<file path="config.mk">
export PLATFORM = sky130hd
export DESIGN_NAME = bounded_linked_list_engine_flat
export DESIGN_NICKNAME = d
export VERILOG_FILES = /design/src/rtl/bll_pkg.sv /design/src/rtl/bll_if.sv /design/src/rtl/bll_ram.sv /design/src/rtl/bounded_linked_list_engine.sv /design/src/flat_wrapper.sv
export SDC_FILE = /design/constraint.sdc
export NUM_CORES = 2
export LEC_CHECK = 0
export ABC_AREA = 1
export BUFFER_PORTS_ARGS = -buffer_cell sky130_fd_sc_hd__buf_2
export CAP_MARGIN = 20
export CORE_AREA = 5 5 563 565
export DETAILED_ROUTE_END_ITERATION = 10
export DIE_AREA = 0 0 568 570
export PLACE_DENSITY = 0.64
export SLEW_MARGIN = 20
export SYNTH_ARGS = -nofsm -noshare
export SYNTH_HDL_FRONTEND = slang
export SYNTH_SLANG_ARGS = --single-unit
</file>
<file path="constraint.sdc">
create_clock -name i_clk -period 15.6 [get_ports i_clk]
set_input_delay 2.34 -clock i_clk [delete_from_list [all_inputs] [get_ports i_clk]]
set_output_delay 2.34 -clock i_clk [all_outputs]
set_load 0.1 [all_outputs]
</file>
<file path="src/rtl/bll_pkg.sv">
// Package with shared types, constants and codes of the linked list engine.
`timescale 1ns / 1ps
package bll_pkg;
    localparam int CAPACITY = 64;
    localparam int IDX_W = $clog2(CAPACITY);
    localparam int CNT_W = 7;

    typedef enum logic [3:0] {
        REQ_INS_HEAD = 4'd0,
        REQ_INS_TAIL = 4'd1,
        REQ_INS_POS  = 4'd2,
        REQ_UPDATE   = 4'd3,
        REQ_DEL_HEAD = 4'd4,
        REQ_DEL_TAIL = 4'd5,
        REQ_DEL_POS  = 4'd6,
        REQ_COUNT    = 4'd7,
        REQ_DISPLAY  = 4'd8
    } t_req;

    localparam logic [2:0] ST_OK       = 3'd0;
    localparam logic [2:0] ST_BADPOS   = 3'd1;
    localparam logic [2:0] ST_EMPTY    = 3'd2;
    localparam logic [2:0] ST_NOTFOUND = 3'd3;
    localparam logic [2:0] ST_FULL     = 3'd4;

    typedef struct packed {
        logic [3:0]        req_type;
        logic signed [31:0] value;
        logic signed [31:0] new_value;
        logic [6:0]        position;
    } t_in;

    typedef struct packed {
        logic [2:0]         status;
        logic signed [31:0] item_value;
        logic [6:0]         count;
        logic               last;
    } t_out;
endpackage

</file>
<file path="src/rtl/bll_if.sv">
// Valid/ready channel interfaces for request and result items.
`timescale 1ns / 1ps
interface bll_in_if;
    logic          valid;
    logic          ready;
    bll_pkg::t_in  data;
    modport source (output valid, output data, input ready);
    modport sink   (input valid, input data, output ready);
endinterface

interface bll_out_if;
    logic          valid;
    logic          ready;
    bll_pkg::t_out data;
    modport source (output valid, output data, input ready);
    modport sink   (input valid, input data, output ready);
endinterface

</file>
<file path="src/rtl/bll_ram.sv">
// Generic single-port-write, single-read RAM with registered read data.
`timescale 1ns / 1ps
module bll_ram #(
    parameter int WIDTH = 8,
    parameter int DEPTH = 64
) (
    input  logic                     i_clk,
    input  logic                     i_we,
    input  logic [$clog2(DEPTH)-1:0] i_waddr,
    input  logic [WIDTH-1:0]         i_wdata,
    input  logic [$clog2(DEPTH)-1:0] i_raddr,
    output logic [WIDTH-1:0]         o_rdata
);
    logic [WIDTH-1:0] r_mem [DEPTH];

    always_ff @(posedge i_clk) begin
        if (i_we) begin
            r_mem[i_waddr] <= i_wdata;
        end
        o_rdata <= r_mem[i_raddr];
    end
endmodule

</file>
<file path="src/rtl/bounded_linked_list_engine.sv">
// A request walks the list one node at a time (address, then data); display gives one
// result per node, and the next item is taken only once the last result is accepted.
// One request is handled at a time; the walk through the node memory sets the rate.
// Reset (synchronous, active low) empties the list and refills the free stack
// by a counter, so no clearing pass is needed.
`timescale 1ns / 1ps
module bounded_linked_list_engine (
    input  logic       i_clk,
    input  logic       i_rst_n,
    bll_in_if.sink     i_req,
    bll_out_if.source  o_res
);
    localparam int IW = bll_pkg::IDX_W;
    localparam int CW = bll_pkg::CNT_W;

    typedef enum logic [7:0] {
        S_IDLE  = 8'b0000_0001,
        S_FREE  = 8'b0000_0010,
        S_WALK  = 8'b0000_0100,
        S_WAIT  = 8'b0000_1000,
        S_LINK  = 8'b0001_0000,
        S_VICT  = 8'b0010_0000,
        S_EMIT  = 8'b0100_0000,
        S_OUT   = 8'b1000_0000
    } t_state;

    t_state r_state;
    bll_pkg::t_in  r_req;
    bll_pkg::t_out r_out;
    logic          r_ovalid;

    logic [IW-1:0] r_head;
    logic [CW-1:0] r_count;
    logic [CW-1:0] r_ftop;
    // Free stack entries below r_fill have never been written and hold their own index.
    logic [CW-1:0] r_fill;
    logic [IW-1:0] r_cur;
    logic [CW-1:0] r_step;
    logic [CW-1:0] r_target;
    logic [IW-1:0] r_newn;
    logic [IW-1:0] r_prev;

    // Memories
    logic          val_we, lnk_we, fs_we;
    logic [IW-1:0] val_wa, lnk_wa, fs_wa, val_ra, lnk_ra, fs_ra;
    logic [31:0]   val_wd, val_rd;
    logic [IW-1:0] lnk_wd, lnk_rd, fs_wd, fs_rd;
    logic [IW-1:0] fs_q;

    bll_ram #(.WIDTH(32), .DEPTH(bll_pkg::CAPACITY)) u_val (
        .i_clk(i_clk), .i_we(val_we), .i_waddr(val_wa), .i_wdata(val_wd),
        .i_raddr(val_ra), .o_rdata(val_rd));
    bll_ram #(.WIDTH(IW), .DEPTH(bll_pkg::CAPACITY)) u_lnk (
        .i_clk(i_clk), .i_we(lnk_we), .i_waddr(lnk_wa), .i_wdata(lnk_wd),
        .i_raddr(lnk_ra), .o_rdata(lnk_rd));
    bll_ram #(.WIDTH(IW), .DEPTH(bll_pkg::CAPACITY)) u_fs (
        .i_clk(i_clk), .i_we(fs_we), .i_waddr(fs_wa), .i_wdata(fs_wd),
        .i_raddr(fs_ra), .o_rdata(fs_rd));

    logic [CW-1:0] r_fsaddr;
    assign fs_q = (r_fsaddr < r_fill) ? r_fsaddr[IW-1:0] : fs_rd;

    logic acc, oacc, full, ins, del;
    logic [CW-1:0] tgt;
    assign acc  = i_req.valid && i_req.ready;
    assign oacc = o_res.valid && o_res.ready;
    assign i_req.ready = (r_state == S_IDLE) && !r_ovalid;
    assign o_res.valid = r_ovalid;
    assign o_res.data  = r_out;
    assign full = (r_count >= CW'(bll_pkg::CAPACITY)) || (r_ftop == '0);
    assign ins = (r_req.req_type == bll_pkg::REQ_INS_HEAD) ||
                 (r_req.req_type == bll_pkg::REQ_INS_TAIL) ||
                 (r_req.req_type == bll_pkg::REQ_INS_POS);
    assign del = (r_req.req_type == bll_pkg::REQ_DEL_HEAD) ||
                 (r_req.req_type == bll_pkg::REQ_DEL_TAIL) ||
                 (r_req.req_type == bll_pkg::REQ_DEL_POS);

    // Memory addressing: reads go to r_cur; the wait state S_WAIT brings the data.
    // The free stack top is read all the time, so its entry is ready in S_FREE.
    always_comb begin
        val_ra = r_cur;
        lnk_ra = r_cur;
        fs_ra  = IW'(r_ftop - CW'(1));
        val_we = 1'b0; val_wa = r_newn; val_wd = r_req.value;
        lnk_we = 1'b0; lnk_wa = r_newn; lnk_wd = '0;
        fs_we  = 1'b0; fs_wa = r_ftop[IW-1:0]; fs_wd = r_cur;
        if (r_state == S_LINK) begin
            if (ins) begin
                val_we = 1'b1;
                lnk_we = 1'b1;
                lnk_wa = r_newn;
                lnk_wd = (r_target == CW'(1)) ? r_head : lnk_rd;
            end
        end else if (r_state == S_VICT) begin
            if (ins) begin
                // r_cur is the predecessor; it now points to the new node.
                lnk_we = 1'b1;
                lnk_wa = r_cur;
                lnk_wd = r_newn;
            end else begin
                // r_cur is the victim, lnk_rd its successor.
                if (r_target != CW'(1)) begin
                    lnk_we = 1'b1;
                    lnk_wa = r_prev;
                    lnk_wd = lnk_rd;
                end
                fs_we = (r_ftop < CW'(bll_pkg::CAPACITY));
            end
        end else if (r_state == S_EMIT && r_req.req_type == bll_pkg::REQ_UPDATE
                     && val_rd == r_req.value) begin
            val_we = 1'b1;
            val_wa = r_cur;
            val_wd = r_req.new_value;
        end
    end

    always_comb begin
        unique case (i_req.data.req_type)
            bll_pkg::REQ_INS_TAIL: tgt = r_count + CW'(1);
            bll_pkg::REQ_DEL_TAIL: tgt = r_count;
            default:               tgt = i_req.data.position;
        endcase
    end

    always_ff @(posedge i_clk) begin
        if (!i_rst_n) begin
            r_state  <= S_IDLE;
            r_ovalid <= 1'b0;
            r_head   <= '0;
            r_count  <= '0;
            r_ftop   <= CW'(bll_pkg::CAPACITY);
            r_fill   <= CW'(bll_pkg::CAPACITY);
        end else begin
            if (oacc) r_ovalid <= 1'b0;
            unique case (r_state)
                S_IDLE: begin
                    if (acc) begin
                        r_req    <= i_req.data;
                        r_target <= (i_req.data.req_type == bll_pkg::REQ_INS_HEAD ||
                                     i_req.data.req_type == bll_pkg::REQ_DEL_HEAD)
                                    ? CW'(1) : tgt;
                        r_cur    <= r_head;
                        r_prev   <= r_head;
                        r_step   <= CW'(1);
                        r_fsaddr <= r_ftop - CW'(1);
                        r_out.status     <= bll_pkg::ST_OK;
                        r_out.item_value <= '0;
                        r_out.last       <= 1'b1;
                        r_out.count      <= r_count;
                        r_state <= S_OUT;
                        unique case (i_req.data.req_type) inside
                            bll_pkg::REQ_INS_HEAD, bll_pkg::REQ_INS_TAIL,
                            bll_pkg::REQ_INS_POS: begin
                                if (i_req.data.req_type == bll_pkg::REQ_INS_POS &&
                                    (i_req.data.position == '0 ||
                                     i_req.data.position > r_count + CW'(1)))
                                    r_out.status <= bll_pkg::ST_BADPOS;
                                else if (full)
                                    r_out.status <= bll_pkg::ST_FULL;
                                else
                                    r_state <= S_FREE;
                            end
                            bll_pkg::REQ_DEL_HEAD, bll_pkg::REQ_DEL_TAIL: begin
                                if (r_count == '0) r_out.status <= bll_pkg::ST_EMPTY;
                                else r_state <= S_WAIT;
                            end
                            bll_pkg::REQ_DEL_POS: begin
                                if (i_req.data.position == '0 ||
                                    i_req.data.position > r_count)
                                    r_out.status <= bll_pkg::ST_BADPOS;
                                else r_state <= S_WAIT;
                            end
                            bll_pkg::REQ_UPDATE: begin
                                r_out.status <= bll_pkg::ST_NOTFOUND;
                                if (r_count != '0) r_state <= S_WAIT;
                            end
                            bll_pkg::REQ_DISPLAY: begin
                                if (r_count == '0) r_out.status <= bll_pkg::ST_EMPTY;
                                else r_state <= S_WAIT;
                            end
                            default: ;
                        endcase
                    end
                end
                S_FREE: begin
                    // Free stack read data is valid now.
                    r_newn <= fs_q;
                    r_ftop <= r_ftop - CW'(1);
                    if (r_fsaddr < r_fill) r_fill <= r_fsaddr;
                    r_state <= S_WAIT;
                    if (r_target <= CW'(2)) r_step <= r_target;
                end
                S_WAIT: r_state <= (del && r_step == r_target) ? S_VICT
                                   : ((ins || del) && r_step >= r_target - CW'(1)) ? S_LINK
                                   : (ins || del) ? S_WALK : S_EMIT;
                S_WALK: begin
                    // Step to the next node; r_prev follows one behind.
                    r_prev <= r_cur;
                    r_cur  <= lnk_rd;
                    r_step <= r_step + CW'(1);
                    r_state <= S_WAIT;
                end
                S_LINK: begin
                    if (ins) begin
                        if (r_target == CW'(1)) begin
                            r_head <= r_newn;
                            r_count <= r_count + CW'(1);
                            r_out.count <= r_count + CW'(1);
                            r_state <= S_OUT;
                        end else begin
                            // The predecessor's link is written in the next cycle.
                            r_state <= S_VICT;
                        end
                    end else begin
                        // Predecessor found; read the victim next.
                        r_prev <= r_cur;
                        r_cur  <= lnk_rd;
                        r_step <= r_target;
                        r_state <= S_WAIT;
                    end
                end
                S_VICT: begin
                    if (ins) begin
                        r_count <= r_count + CW'(1);
                        r_out.count <= r_count + CW'(1);
                    end else begin
                        if (r_target == CW'(1)) r_head <= lnk_rd;
                        if (r_ftop < CW'(bll_pkg::CAPACITY)) r_ftop <= r_ftop + CW'(1);
                        r_count <= r_count - CW'(1);
                        r_out.count <= r_count - CW'(1);
                    end
                    r_state <= S_OUT;
                end
                S_EMIT: begin
                    if (r_req.req_type == bll_pkg::REQ_UPDATE) begin
                        if (val_rd == r_req.value) begin
                            r_out.status <= bll_pkg::ST_OK;
                            r_state <= S_OUT;
                        end else if (r_step == r_count) begin
                            r_state <= S_OUT;
                        end else begin
                            r_cur <= lnk_rd;
                            r_step <= r_step + CW'(1);
                            r_state <= S_WAIT;
                        end
                    end else if (!r_ovalid) begin
                        r_out.item_value <= val_rd;
                        r_out.last <= (r_step == r_count);
                        r_ovalid <= 1'b1;
                        r_cur <= lnk_rd;
                        r_step <= r_step + CW'(1);
                        r_state <= (r_step == r_count) ? S_IDLE : S_WAIT;
                    end
                end
                S_OUT: begin
                    if (!r_ovalid) begin
                        r_ovalid <= 1'b1;
                        r_state <= S_IDLE;
                    end
                end
                default: r_state <= S_IDLE;
            endcase
        end
    end
endmodule

</file>
<file path="src/flat_wrapper.sv">
// flat-port wrapper written by rule: the top's interface ports become plain ports
module bounded_linked_list_engine_flat 
  (i_clk, i_rst_n, i_req_valid, i_req_data, i_req_ready, o_res_valid, o_res_data, o_res_ready);
  bll_in_if i_req_i ();
  bll_out_if o_res_i ();
  input  logic i_clk;
  input  logic i_rst_n;
  input wire logic [$bits(i_req_i.valid)-1:0] i_req_valid;
  input wire logic [$bits(i_req_i.data)-1:0] i_req_data;
  output wire logic [$bits(i_req_i.ready)-1:0] i_req_ready;
  output wire logic [$bits(o_res_i.valid)-1:0] o_res_valid;
  output wire logic [$bits(o_res_i.data)-1:0] o_res_data;
  input wire logic [$bits(o_res_i.ready)-1:0] o_res_ready;
  assign i_req_i.valid = i_req_valid;
  assign i_req_i.data = i_req_data;
  assign i_req_ready = i_req_i.ready;
  assign o_res_valid = o_res_i.valid;
  assign o_res_data = o_res_i.data;
  assign o_res_i.ready = o_res_ready;
  bounded_linked_list_engine u_core (.i_clk(i_clk), .i_rst_n(i_rst_n), .i_req(i_req_i), .o_res(o_res_i));
endmodule
</file>
==> results by group <==
Min path
  • Hold WC Path Type: flip-flop to flip-flop
  • Hold Path End: u_core.r_fill[5]
  • Hold Crit Depth: 2
  • Hold path startpoint: u_core.r_fill[5]

Timing
  • Final setup viols: 0
  • Fin crit period: 6.70 ns
  • Max_slew headroom: 17.5%
  • Final Hold Viols: 0
  • RSZ-0062 raised after global routing: no
  • Count of pins over their slew limit: 0
  • Setup TNS: 0 ns
  • Hold slack: 0.465 ns
  • Highest Clock Rate: 149 MHz
  • Worst-Margin Slew: 1.24 ns
  • Clock skew: 0.0823 ns
  • Period utilisation layout: 42.9%

Routing
  • Routed Antenna Nets: 0
  • Initial DRC Count: 11,791
  • DRC Markers: 0
  • Drt wl/cell: 25.6 um
  • Avg Vias per Cell: 5.88
  • DRT Pass-1 Iters: 9
  • Vias: 80,756
  • Final wirelength: 352,000 um

Clocking
  • TritonCTS clock tree: done
  • H-Tree Depth: 5
  • Clock Path Buffers: 4
  • Root Buffer Master: clkbuf_16
  • Resize count post-CTS: 0
  • Hold_buf cts: 0
  • Reg clk slew, reported paths: 0.07 ns
  • Clock sinks: 3,046
  • Post-CTS Setup Inserts: 0
  • Number of buffers created by CTS: 295
  • Worst-Skew Late Latency: 0.87 ns

Worst setup path
  • Capturing point of the worst reg2reg path: u_core.u_val.o_rdata[2]
  • CP max FO: 204
  • Critical path launch point type: flip-flop
  • Reg2reg start: u_core.fs_wd[0]
  • Worst setup EP type: flip-flop
  • Reg2reg setup slack: 8.90 ns
  • Reg2reg path depth: 12
  • CP Data Required Time: 16.39 ns
  • Crit path DAT: 7.49 ns
  • Kind of critical path: flip-flop to flip-flop

Global route
  • Largest net degree at the start of global routing: 205
  • Vias in the first global route: 76,402
  • Initial antenna violation count: 19
  • Total gr overflow: 0
  • Global-route wire length before repair: 512,000 um
  • Gr usage total: 20.8%

Flow run
  • Max_cap viols: 0

Logic synthesis
  • Post-Syn Area per Cell: 12.9 sq um
  • Largest area contributor in the netlist: edfxtp_1
  • Register bit total from synthesis: 3,046
  • Post-synth EDFFs: 2,966
  • Synth top area share: 73.6%
  • Register area share after synthesis: 74.9%
  • Syn Std Cell Area: 121,000 sq um
  • Syn Inst Count: 9,386
  • Cell variety after synth: 55
  • YS warnings: 0
  • Syn nets: 9,502
  • Top post-synthesis cells by area: edfxtp_1 (74%), o21ai_0 (7.6%), nor2_1 (6.6%)
  • Most frequently used flop master after synthesis: edfxtp_1
  • Async S/R FF share, synth: 0%

Placement
  • Detailed Place HPWL: 190,000 um
  • Port-buffer cells: 123
  • RD Place Congestion: 0.874

Cells and area
  • Final #Nets: 9,478
  • Fillers: 27,635
  • Core Util, Final: 43.7%
  • Fraction of layout instances using a drive strength above 1: 8.98%
  • P&R area growth vs syn: 12.3%

Floorplan
  • Core Region: 311,000 sq um
  • Std cell rows: 205
  • Die Area: 324,000 sq um
  • # IOs: 124
  • Die X-Extent: 568 um
  • Die Y-Extent: 570 um
  • Initial Utilization: 38.9%

Pwr
  • Static Leakage: 43.9 nW
  • Pwr dens: 152 nW/um^2
  • Overall power: 20.6 mW
  • Peak VDD IR: 0.126 mV

Outcome
  • Status: complete, no violations
## worst max-delay path by stage
stage,startpoint,endpoint,slack (ns)
after floorplan,i_rst_n,u_core.r_fsaddr[0],8.86
after global placement,u_core.fs_wd[0],u_core.u_val.o_rdata[2],9.10
after detailed placement,u_core.fs_wd[0],u_core.u_val.o_rdata[2],9.01
after CTS,u_core.fs_wd[0],u_core.u_val.o_rdata[2],9.04
after global routing,u_core.fs_wd[0],u_core.u_val.o_rdata[2],8.48
final,u_core.fs_wd[0],u_core.u_val.o_rdata[2],8.90
## sequential cells by signal (all words and copies together) (netlist names), 8 cells and up
signal / cells
u_core.o_res.data: 43
u_core.u_fs.r_mem: 384
u_core.u_lnk.r_mem: 384
u_core.r_state: 8
u_core.u_val.r_mem: 2048
u_core.u_val.o_rdata: 32
u_core.r_req: 68
## report_power, final
part	internal [mW]	switching, mW	leakage (nW)
Clock	4.01	2.98	4.53
Sequential	9.31	0.147	28.4
Combinational	0.988	3.16	11.0
Total	14.3	6.29	43.9
## kinds of logic after synthesis
logic type / count (synthesis) / synth area share [%]
fa+ha+maj: 37 / 0.383
mux: 31 / 0.289
compound gates: 2895 / 13.3
flops: 3046 / 74.9
buf+inv: 828 / 2.61
simple gates: 2494 / 8.05
xor+xnor: 55 / 0.398
## cell usage after synthesis, types with 31 or more instances
cell / n
nand2_1: 241
edfxtp_1: 2966
xor2_1: 31
nor2_1: 2125
o221ai_1: 48
mux2_2: 31
a21oi_1: 48
buf_2: 36
inv_1: 180
o211ai_1: 55
dfxtp_1: 80
clkbuf_1: 572
o32ai_1: 38
o21ai_0: 1831
ha_1: 37
o22ai_1: 824
nand3_1: 57
## layout make-up
cell class	count	area, sq um	area share, %
multi-input combinational	5512	27800	20.5
tap	4140	5180	3.81
antenna	8	20.0	0.0147
sequential	3046	90700	66.7
clock inverter	139	1280	0.941
timing repair buffer	317	2170	1.60
inverter	190	748	0.551
clock buffer	381	8020	5.90
## per-layer routing
| layer | up-vias | global-route usage, % | part of all wire [%] | wire, um |
|---|---|---|---|---|
| met2 | 4841 | 32.5 | 46 | 160000 |
| met1 | 40358 | 29.1 | 40 | 140000 |
| li1 | 34884 | - | - | - |
| met3 | 667 | 4.36 | 11 | 39600 |
| met5 | - | 0 | 0.0097 | 34 |
| met4 | 6 | 7.17 | 3.3 | 11700 |
## worst max-delay path: stages, from the launching register on
cell and delay (ns):
edfxtp_1 0.49, buf_12 0.63, buf_4 0.85, buf_4 0.76, buf_4 0.84, buf_4 0.80, buf_4 0.78, o21ai_0 0.20
o22ai_1 0.19, o21ai_0 0.11, o22ai_1 0.40, nand2_1 0.09, a31oi_1 0.17
## metrics by stage
step / cell area [sq um] / cells / setup WS [ns]
finish: 136000 / 13733 / 8.90
global route: 136000 / 13725 / 8.48
CTS: 136000 / 13723 / 9.04
detailed placement: 127000 / 13203 / 9.01
global placement: 126000 / 13199 / 9.10
floorplan: 121000 / 9386 / 8.86
## cell usage in the layout, fill, tap and decap left out, types with 66 or more instances in the layout
cell type	netlist	routed
buf_2	36	124
buf_4	0	184
edfxtp_1	2966	2966
clkbuf_1	572	66
o21ai_0	1831	1817
clkinv_1	4	71
o22ai_1	824	824
dfxtp_1	80	79
nor2_1	2125	2064
nand2_1	241	241
inv_1	180	172
clkbuf_16	0	305
Note: power is estimated with default switching activity, not from simulation.
